===== config.mk =====
export PLATFORM = sky130hd
export DESIGN_NAME = ppm_frame_to_motor_drive
export DESIGN_NICKNAME = d
export VERILOG_FILES = /design/src/rtl/core/ppmf_pkg.sv /design/src/rtl/core/ppm_frame_to_motor_drive.sv /design/src/rtl/core/ppmf_cfg_regs.sv /design/src/rtl/core/ppmf_core.sv
export SDC_FILE = /design/constraint.sdc
export NUM_CORES = 1
export LEC_CHECK = 0
export ABC_AREA = 1
export BUFFER_PORTS_ARGS = -buffer_cell sky130_fd_sc_hd__buf_2
export CORE_AREA = 3 3 102 178
export CTS_CLUSTER_DIAMETER = 60
export DETAILED_ROUTE_END_ITERATION = 8
export DIE_AREA = 0 0 105 181
export PLACE_DENSITY = 0.79
export SLEW_MARGIN = 15
export SYNTH_ARGS = -nofsm -noshare
export SYNTH_HDL_FRONTEND = slang
export SYNTH_HIERARCHICAL = 1
export SYNTH_SLANG_ARGS = --single-unit

===== constraint.sdc =====
create_clock -name clk -period 9.85 [get_ports clk]
set_input_delay 2.4625 -clock clk [delete_from_list [all_inputs] [get_ports clk]]
set_output_delay 2.4625 -clock clk [all_outputs]
set_load 0.02 [all_outputs]

===== src/rtl/core/ppmf_pkg.sv =====
package ppmf_pkg;

    localparam logic [7:0] SYNC_MARK = 8'hFF;

    localparam logic REQ_EDGE = 1'b0;
    localparam logic REQ_TICK = 1'b1;

    localparam logic [2:0] REG_SYNC_THRESHOLD  = 3'd0;
    localparam logic [2:0] REG_CHANNEL_MIN     = 3'd1;
    localparam logic [2:0] REG_CHANNEL_MAX     = 3'd2;
    localparam logic [2:0] REG_DEADBAND_TOP    = 3'd3;
    localparam logic [2:0] REG_DEADBAND_BOTTOM = 3'd4;
    localparam logic [2:0] REG_DRIVE_FLOOR     = 3'd5;
    localparam logic [2:0] REG_DRIVE_CEILING   = 3'd6;
    localparam logic [2:0] REG_FAILSAFE_LIMIT  = 3'd7;

    localparam logic [7:0] RST_SYNC_THRESHOLD  = 8'd180;
    localparam logic [7:0] RST_CHANNEL_MIN     = 8'd12;
    localparam logic [7:0] RST_CHANNEL_MAX     = 8'd33;
    localparam logic [7:0] RST_DEADBAND_TOP    = 8'd25;
    localparam logic [7:0] RST_DEADBAND_BOTTOM = 8'd20;
    localparam logic [3:0] RST_DRIVE_FLOOR     = 4'd3;
    localparam logic [3:0] RST_DRIVE_CEILING   = 4'd8;
    localparam logic [2:0] RST_FAILSAFE_LIMIT  = 3'd2;

    typedef struct packed {
        logic [7:0] sync_threshold;
        logic [7:0] channel_min;
        logic [7:0] channel_max;
        logic [7:0] deadband_top;
        logic [7:0] deadband_bottom;
        logic [3:0] drive_floor;
        logic [3:0] drive_ceiling;
        logic [2:0] failsafe_limit;
    } cfg_t;

    typedef struct packed {
        logic [3:0] left_forward;
        logic [3:0] left_reverse;
        logic [3:0] right_forward;
        logic [3:0] right_reverse;
        logic [3:0] bridge_enables;
        logic       frame_accepted;
        logic       failsafe_hit;
    } result_t;

    // Limit to the ceiling first, then raise to the floor: floor wins.
    function automatic logic [3:0] clamp_drive(
        input logic [7:0] excess,
        input logic [3:0] floor_lvl,
        input logic [3:0] ceil_lvl
    );
        logic [7:0] v;
        v = excess;
        if (v > {4'd0, ceil_lvl})
        begin
            v = {4'd0, ceil_lvl};
        end
        if (v < {4'd0, floor_lvl})
        begin
            v = {4'd0, floor_lvl};
        end
        return v[3:0];
    endfunction

endpackage


===== src/rtl/core/ppm_frame_to_motor_drive.sv =====
// PPM frame decoder for a two-motor drive. Each request is a rising edge with
// its measured interval or a timer-overflow tick, and yields exactly one
// result holding the four drive levels, the half-bridge enables and the
// frame/failsafe flags after that request. Requests are taken one per clock
// cycle while the output is not stalled. A result is registered: an accepted
// request lands in the input register and, once the output is free, goes in
// one pass of frame check and drive clamping into the result register.
// While a finished result waits, the request side accepts one more request
// into the input register and then stalls until the result is taken.
// Configuration registers are written through the cfg port, which is always
// ready; write them only while no request is in flight. The overflow count
// saturates at failsafe_limit and is not cleared by later edges.
module ppm_frame_to_motor_drive #(
    parameter int CHANNELS = 3
) (
    input  logic       clk,
    input  logic       rst_n,

    input  logic       req_valid,
    output logic       req_stall,
    input  logic       req_type,
    input  logic [7:0] pulse_ticks,

    output logic       res_valid,
    input  logic       res_stall,
    output logic [3:0] left_forward,
    output logic [3:0] left_reverse,
    output logic [3:0] right_forward,
    output logic [3:0] right_reverse,
    output logic [3:0] bridge_enables,
    output logic       frame_accepted,
    output logic       failsafe_hit,

    input  logic       cfg_valid,
    output logic       cfg_ready,
    input  logic [2:0] cfg_index,
    input  logic [7:0] cfg_data
);
    import ppmf_pkg::*;

    cfg_t       cfg;
    result_t    step_result;

    logic       req_valid_reg;
    logic       req_valid_next;
    logic       req_type_reg;
    logic [7:0] pulse_ticks_reg;
    logic       res_valid_reg;
    logic       res_valid_next;
    result_t    result_reg;

    logic       req_accept;
    logic       out_free;
    logic       advance;

    assign cfg_ready  = 1'b1;
    assign out_free   = !res_valid_reg || !res_stall;
    assign advance    = req_valid_reg && out_free;
    assign req_stall  = req_valid_reg && !out_free;
    assign req_accept = req_valid && !req_stall;

    ppmf_cfg_regs u_cfg (
        .clk      (clk),
        .rst_n    (rst_n),
        .wr_en    (cfg_valid && cfg_ready),
        .wr_index (cfg_index),
        .wr_data  (cfg_data),
        .cfg      (cfg)
    );

    ppmf_core #(
        .CHANNELS (CHANNELS)
    ) u_core (
        .clk         (clk),
        .rst_n       (rst_n),
        .advance     (advance),
        .req_type    (req_type_reg),
        .pulse_ticks (pulse_ticks_reg),
        .cfg         (cfg),
        .result      (step_result)
    );

    always_comb
    begin
        req_valid_next = req_valid_reg;
        if (req_accept)
        begin
            req_valid_next = 1'b1;
        end
        else if (advance)
        begin
            req_valid_next = 1'b0;
        end

        res_valid_next = res_valid_reg;
        if (advance)
        begin
            res_valid_next = 1'b1;
        end
        else if (!res_stall)
        begin
            res_valid_next = 1'b0;
        end
    end

    always_ff @(posedge clk or negedge rst_n)
    begin
        if (!rst_n)
        begin
            req_valid_reg <= 1'b0;
            res_valid_reg <= 1'b0;
        end
        else
        begin
            req_valid_reg <= req_valid_next;
            res_valid_reg <= res_valid_next;
        end
    end

    // Hold the request payload until it passes into the result register.
    always_ff @(posedge clk)
    begin
        if (req_accept)
        begin
            req_type_reg    <= req_type;
            pulse_ticks_reg <= pulse_ticks;
        end
        if (advance)
        begin
            result_reg <= step_result;
        end
    end

    assign res_valid      = res_valid_reg;
    assign left_forward   = result_reg.left_forward;
    assign left_reverse   = result_reg.left_reverse;
    assign right_forward  = result_reg.right_forward;
    assign right_reverse  = result_reg.right_reverse;
    assign bridge_enables = result_reg.bridge_enables;
    assign frame_accepted = result_reg.frame_accepted;
    assign failsafe_hit   = result_reg.failsafe_hit;

endmodule


===== src/rtl/core/ppmf_cfg_regs.sv =====
module ppmf_cfg_regs (
    input  logic                clk,
    input  logic                rst_n,
    input  logic                wr_en,
    input  logic [2:0]          wr_index,
    input  logic [7:0]          wr_data,
    output ppmf_pkg::cfg_t      cfg
);
    import ppmf_pkg::*;

    cfg_t cfg_reg;
    cfg_t cfg_next;

    always_comb
    begin
        cfg_next = cfg_reg;
        if (wr_en)
        begin
            case (wr_index)
                REG_SYNC_THRESHOLD:  cfg_next.sync_threshold  = wr_data;
                REG_CHANNEL_MIN:     cfg_next.channel_min     = wr_data;
                REG_CHANNEL_MAX:     cfg_next.channel_max     = wr_data;
                REG_DEADBAND_TOP:    cfg_next.deadband_top    = wr_data;
                REG_DEADBAND_BOTTOM: cfg_next.deadband_bottom = wr_data;
                REG_DRIVE_FLOOR:     cfg_next.drive_floor     = wr_data[3:0];
                REG_DRIVE_CEILING:   cfg_next.drive_ceiling   = wr_data[3:0];
                REG_FAILSAFE_LIMIT:  cfg_next.failsafe_limit  = wr_data[2:0];
                default:             cfg_next = cfg_reg;
            endcase
        end
    end

    always_ff @(posedge clk or negedge rst_n)
    begin
        if (!rst_n)
        begin
            cfg_reg.sync_threshold  <= RST_SYNC_THRESHOLD;
            cfg_reg.channel_min     <= RST_CHANNEL_MIN;
            cfg_reg.channel_max     <= RST_CHANNEL_MAX;
            cfg_reg.deadband_top    <= RST_DEADBAND_TOP;
            cfg_reg.deadband_bottom <= RST_DEADBAND_BOTTOM;
            cfg_reg.drive_floor     <= RST_DRIVE_FLOOR;
            cfg_reg.drive_ceiling   <= RST_DRIVE_CEILING;
            cfg_reg.failsafe_limit  <= RST_FAILSAFE_LIMIT;
        end
        else
        begin
            cfg_reg <= cfg_next;
        end
    end

    assign cfg = cfg_reg;

endmodule


===== src/rtl/core/ppmf_core.sv =====
module ppmf_core #(
    parameter int CHANNELS = 3
) (
    input  logic                clk,
    input  logic                rst_n,
    input  logic                advance,
    input  logic                req_type,
    input  logic [7:0]          pulse_ticks,
    input  ppmf_pkg::cfg_t      cfg,
    output ppmf_pkg::result_t   result
);
    import ppmf_pkg::*;

    localparam int DEPTH     = CHANNELS + 3;
    localparam int LAST_SYNC = CHANNELS + 1;

    logic [7:0] store_reg   [DEPTH];
    logic [7:0] store_shift [DEPTH];
    logic       overflow_seen_reg;
    logic       overflow_seen_next;
    logic [2:0] overflow_count_reg;
    logic [2:0] overflow_count_next;
    logic [3:0] drive_reg  [4];
    logic [3:0] drive_next [4];

    logic [7:0] new_interval;
    logic       check_trigger;
    logic       channels_ok;
    logic       syncs_ok;
    logic       frame_ok;
    logic [3:0] count_inc;
    logic       failsafe;
    logic [3:0] motor_fwd [2];
    logic [3:0] motor_rev [2];
    logic [7:0] chan_val  [2];

    always_comb
    begin
        if (overflow_seen_reg || (pulse_ticks > cfg.sync_threshold))
        begin
            new_interval = SYNC_MARK;
        end
        else
        begin
            new_interval = pulse_ticks;
        end
        for (int i = 0; i < DEPTH - 1; i++)
        begin
            store_shift[i] = store_reg[i + 1];
        end
        store_shift[DEPTH - 1] = new_interval;

        check_trigger = (cfg.channel_min < new_interval) && (new_interval < cfg.channel_max);

        channels_ok = 1'b1;
        for (int i = 1; i < LAST_SYNC; i++)
        begin
            if ((store_shift[i] < cfg.channel_min) || (store_shift[i] > cfg.channel_max))
            begin
                channels_ok = 1'b0;
            end
        end
        syncs_ok = (store_shift[0] == SYNC_MARK) && (store_shift[LAST_SYNC] == SYNC_MARK);
        frame_ok = check_trigger && channels_ok && syncs_ok;

        // Channel one drives the left motor, channel two the right one.
        chan_val[0] = store_shift[1];
        chan_val[1] = store_shift[2];
        for (int m = 0; m < 2; m++)
        begin
            motor_fwd[m] = 4'd0;
            motor_rev[m] = 4'd0;
            if (chan_val[m] > cfg.deadband_top)
            begin
                motor_fwd[m] = clamp_drive(chan_val[m] - cfg.deadband_top,
                                           cfg.drive_floor, cfg.drive_ceiling);
            end
            else if (chan_val[m] < cfg.deadband_bottom)
            begin
                motor_rev[m] = clamp_drive(cfg.deadband_bottom - chan_val[m],
                                           cfg.drive_floor, cfg.drive_ceiling);
            end
        end

        count_inc = {1'b0, overflow_count_reg} + 4'd1;

        overflow_seen_next  = overflow_seen_reg;
        overflow_count_next = overflow_count_reg;
        failsafe            = 1'b0;
        for (int k = 0; k < 4; k++)
        begin
            drive_next[k] = drive_reg[k];
        end

        if (req_type == REQ_EDGE)
        begin
            overflow_seen_next = 1'b0;
            if (frame_ok)
            begin
                drive_next[0] = motor_fwd[0];
                drive_next[1] = motor_rev[0];
                drive_next[2] = motor_fwd[1];
                drive_next[3] = motor_rev[1];
            end
        end
        else
        begin
            overflow_seen_next = 1'b1;
            if (count_inc > {1'b0, cfg.failsafe_limit})
            begin
                // Saturate at the limit and drop all drives.
                failsafe            = 1'b1;
                overflow_count_next = cfg.failsafe_limit;
                for (int k = 0; k < 4; k++)
                begin
                    drive_next[k] = 4'd0;
                end
            end
            else
            begin
                overflow_count_next = count_inc[2:0];
            end
        end

        result.left_forward      = drive_next[0];
        result.left_reverse      = drive_next[1];
        result.right_forward     = drive_next[2];
        result.right_reverse     = drive_next[3];
        result.bridge_enables[0] = (drive_next[0] != 4'd0) && (drive_next[1] == 4'd0);
        result.bridge_enables[1] = (drive_next[1] != 4'd0) && (drive_next[0] == 4'd0);
        result.bridge_enables[2] = (drive_next[2] != 4'd0) && (drive_next[3] == 4'd0);
        result.bridge_enables[3] = (drive_next[3] != 4'd0) && (drive_next[2] == 4'd0);
        result.frame_accepted    = (req_type == REQ_EDGE) && frame_ok;
        result.failsafe_hit      = failsafe;
    end

    always_ff @(posedge clk or negedge rst_n)
    begin
        if (!rst_n)
        begin
            for (int i = 0; i < DEPTH; i++)
            begin
                store_reg[i] <= 8'd0;
            end
            for (int k = 0; k < 4; k++)
            begin
                drive_reg[k] <= 4'd0;
            end
            overflow_seen_reg  <= 1'b0;
            overflow_count_reg <= 3'd0;
        end
        else if (advance)
        begin
            if (req_type == REQ_EDGE)
            begin
                for (int i = 0; i < DEPTH; i++)
                begin
                    store_reg[i] <= store_shift[i];
                end
            end
            for (int k = 0; k < 4; k++)
            begin
                drive_reg[k] <= drive_next[k];
            end
            overflow_seen_reg  <= overflow_seen_next;
            overflow_count_reg <= overflow_count_next;
        end
    end

endmodule

==> summary.txt <==
Setup path
  – CP Buf/Inv Count: 3
  – CP Capture Type: output pin
  – R2r setup slk: 5130 ps
  – Slowest cell on the critical path: buf_2
  – CP dominant cell by count: buf_2
  – Crit-path max cell delay: approximately 150 ps
  – CP required: roughly 7400 ps
  – Crit Path Class: in2out
  – Critical Path, Cell by Cell: buf_2, nand3_2, inv_1, buf_2
  – Nature of the critical path startpoint: input port
  – Crit path DAT: 2890 ps
  – Cell family with most CP delay: buffers and inverters
  – Crit path max fanout: 3

Finish
  – Area Growth Syn to Fin: 9.15%
  – Layout cells sized above 1: a little under an eighth
  – Fin cells: around 1700
  – Fill cell count: 1432
  – NumNets Final: ~1700
  – Max reg flops: 51
  – Diode count: 0
  – Finished Cell Area: 11700 um^2

Synthesis
  – Largest family of logic cells by synthesized area: simple AND/OR/NAND/NOR gates
  – Mapped Avg Cell Area: between 7 and 8 um^2
  – Post-Synth Adder-Cell Area: 16.2%
  – Synth Area in Compound Gates: 8.29%
  – FF+latch count, synth: 144
  – Mux contribution to synthesized area: 0%
  – Yosys warning total: 6
  – Count of cell types in the netlist: 47
  – EDFF count, synth: 31
  – Post-synth ARST share: 78.5%
  – Synth Instances: 1460
  – Ys flop type: dfrtp_1
  – Post-Synthesis Net Count: 1622
  – Synth Area in XOR/XNOR: 0.733%
  – Cell Area, Synth: 10700 um^2
  – Simple-Gate Fraction of Synth Area: 30.1%
  – Register area share after synthesis: 35.2%

Routing
  – Antenna Nets Post-Route: 0
  – Via density: 5.48
  – Routed WL: around 27000 um
  – Vias after detailed routing: approximately 9600
  – DRC viols: 0
  – Initial DRC count: 550
  – Drt pass-1 iters: 5
  – Avg WL per Cell: 15.5 um

Min path
  – Worst hold path type: reg2reg

Power
  – VDD IR max: 0.132 mV
  – Leak: 6.32 nW
  – Power per cell area: 251 nW/um^2
  – Total power: around 2.9 mW

Placed design
  – Cell Area, Placed: 11200 um^2
  – Buffers on Ports: 48
  – Placed cells: 1714
  – GPL Wtd Cong: around 0.93
  – HPWL after DPL: around 21000 um

Clock network
  – Clk root buf: clkbuf_16
  – Post-CTS resize count: 0
  – CTS clk-pin slew, worst paths: 60 ps
  – CTS tree: yes
  – Post-CTS Setup Repair Bufs: 0
  – CTS Buf Count: 17
  – CTS Hold Bufs: 0
  – CTS Sinks: 144
  – Clk_lat worst skew: 420 ps
  – H-tree Lvls: 4
  – Bufs on Longest Clock Path: 2

Timing
  – Fin. max-slew vios: 0
  – Setup violators final: 0
  – Worst hold slack: between 400 and 500 ps
  – Final min period: between 5000 and 6000 ps
  – Worst slew pin tran: ~880 ps
  – Fmax: approximately 190 MHz
  – Setup Skew: around 11 ps
  – Final setup TNS: 0 ps
  – Relative slew slack: around two fifths
  – Fin. Hold Viols: 0
  – Post-route clock period utilization: 54.4%
  – RSZ-0062 raised after global routing: no

Floorplan
  – Ports: 50
  – Site row count: 63
  – DIE AREA: around 19000 um^2
  – Core area: 16900 um^2
  – Die W: 105 um
  – Starting Density: around 64%
  – Die Ht: 181 um

GRT
  – Pin count of the biggest net entering global routing: between 60 and 70
  – Initial antenna violation count: 0
  – Total GRT Usage: between 20% and 30%
  – First-pass GRT wire length: 44200 um
  – Grt total ovfl: 0
  – Vias in the first global route: 9290

Run
  – Max-cap viol count: 0

Outcome
  – Status: complete, no violations
## power by group
group / switching [mW] / total, mW / internal (mW)
sequential: 0.122 / 0.847 / 0.725
combinational: 0.945 / 1.49 / 0.543
clock: 0.272 / 0.610 / 0.338
total: 1.34 / 2.95 / 1.61
## logic make-up (layout without fill, tap and decap cells)
logic type / after synthesis / in the layout
buffers and inverters: 259 / 318
adder cells (fa/ha/maj): 137 / 137
AO/OA/AOI/OAI: 162 / 162
flip-flops: 144 / 144
XOR/XNOR: 9 / 9
AND/OR/NAND/NOR: 748 / 748
other: 1 / 1
## worst paths after layout
kind | end | cells after the start | start
setup / recovery | req_stall | 4 | res_stall
hold / removal | u_cfg/cfg[47] | 2 | u_cfg/cfg[47]
setup reg to reg | bridge_enables[3] | 27 | u_cfg/cfg[50]
hold reg to reg | u_cfg/cfg[47] | 2 | u_cfg/cfg[47]
max in group asynchronous | u_cfg/cfg[34] | 2 | rst_n
min in group asynchronous | u_core/drive_reg[1] | 1 | rst_n
## layer usage
layer,GRT usage [%],wire [um],vias to the layer above
met3,4.72,928,112
li1,-,-,4758
met1,30.0,9760,4432
met5,0,0,-
met4,21.9,2220,0
met2,52.9,14200,265
## stage by stage
| stage | utilization (%) | worst slack, ps |
|---|---|---|
| after detailed placement | 66.2 | 4490 |
| final | 69.5 | 4490 |
| after floorplan | - | 4700 |
| after global routing | 69.5 | 4440 |
| after global placement | 66.2 | 4490 |
| after CTS | 69.5 | 4490 |
## synth_stat cells, types with 2 or more instances
cell type / number / area (um^2)
nand2_1: 477 / 1790
inv_1: 224 / 841
ha_1: 133 / 1660
nand3_1: 108 / 541
dfrtp_1: 96 / 2400
nor2_1: 80 / 300
o21ai_0: 72 / 360
a21oi_1: 58 / 290
edfxtp_1: 31 / 931
nand2_2: 31 / 194
dfstp_2: 17 / 447
nand4_1: 17 / 106
clkbuf_1: 14 / 52.6
o21a_1: 12 / 90.1
nor2_2: 10 / 62.6
inv_2: 9 / 33.8
xor2_1: 7 / 61.3
nor2_4: 6 / 67.6
buf_4: 5 / 37.5
fa_1: 4 / 80.1
nand3_2: 4 / 40.0
nor3_1: 4 / 20.0
o211ai_1: 4 / 30.0
and2_1: 3 / 18.8
o21bai_1: 3 / 22.5
a21o_1: 2 / 15.0
a21oi_2: 2 / 17.5
clkbuf_8: 2 / 27.5
clkinv_1: 2 / 7.51
nand3_4: 2 / 35.0
o21ai_1: 2 / 10.0
o22ai_1: 2 / 12.5
o32ai_1: 2 / 17.5
xnor2_1: 2 / 17.5
## cell usage in the layout, fill, tap and decap left out, drive strengths merged, types with 5 or more instances in the layout
| master | n |
|---|---|
| clkinv | 5 |
| o21a | 12 |
| nand2 | 509 |
| ha | 133 |
| edfxtp | 31 |
| inv | 243 |
| dfstp | 17 |
| nand3 | 114 |
| buf | 51 |
| dfrtp | 96 |
| o21ai | 75 |
| nor2 | 96 |
| nand4 | 18 |
| xor2 | 7 |
| clkbuf | 18 |
| a21oi | 60 |
## tightest hold or removal path: cells and delay by family, from the launching register on
family,cells,cell delay [ps]
flops,1,370
simple gates,2,90
## layout make-up
cell class | instances | area, um^2 | share of cell area [%]
timing repair buffer | 51 | 265 | 2.26
clock inverter | 14 | 119 | 1.01
tap | 227 | 284 | 2.42
sequential | 144 | 3780 | 32.2
clock buffer | 18 | 439 | 3.74
inverter | 235 | 882 | 7.52
multi-input combinational | 1057 | 5960 | 50.8
Note: power is estimated with default switching activity, not from simulation.
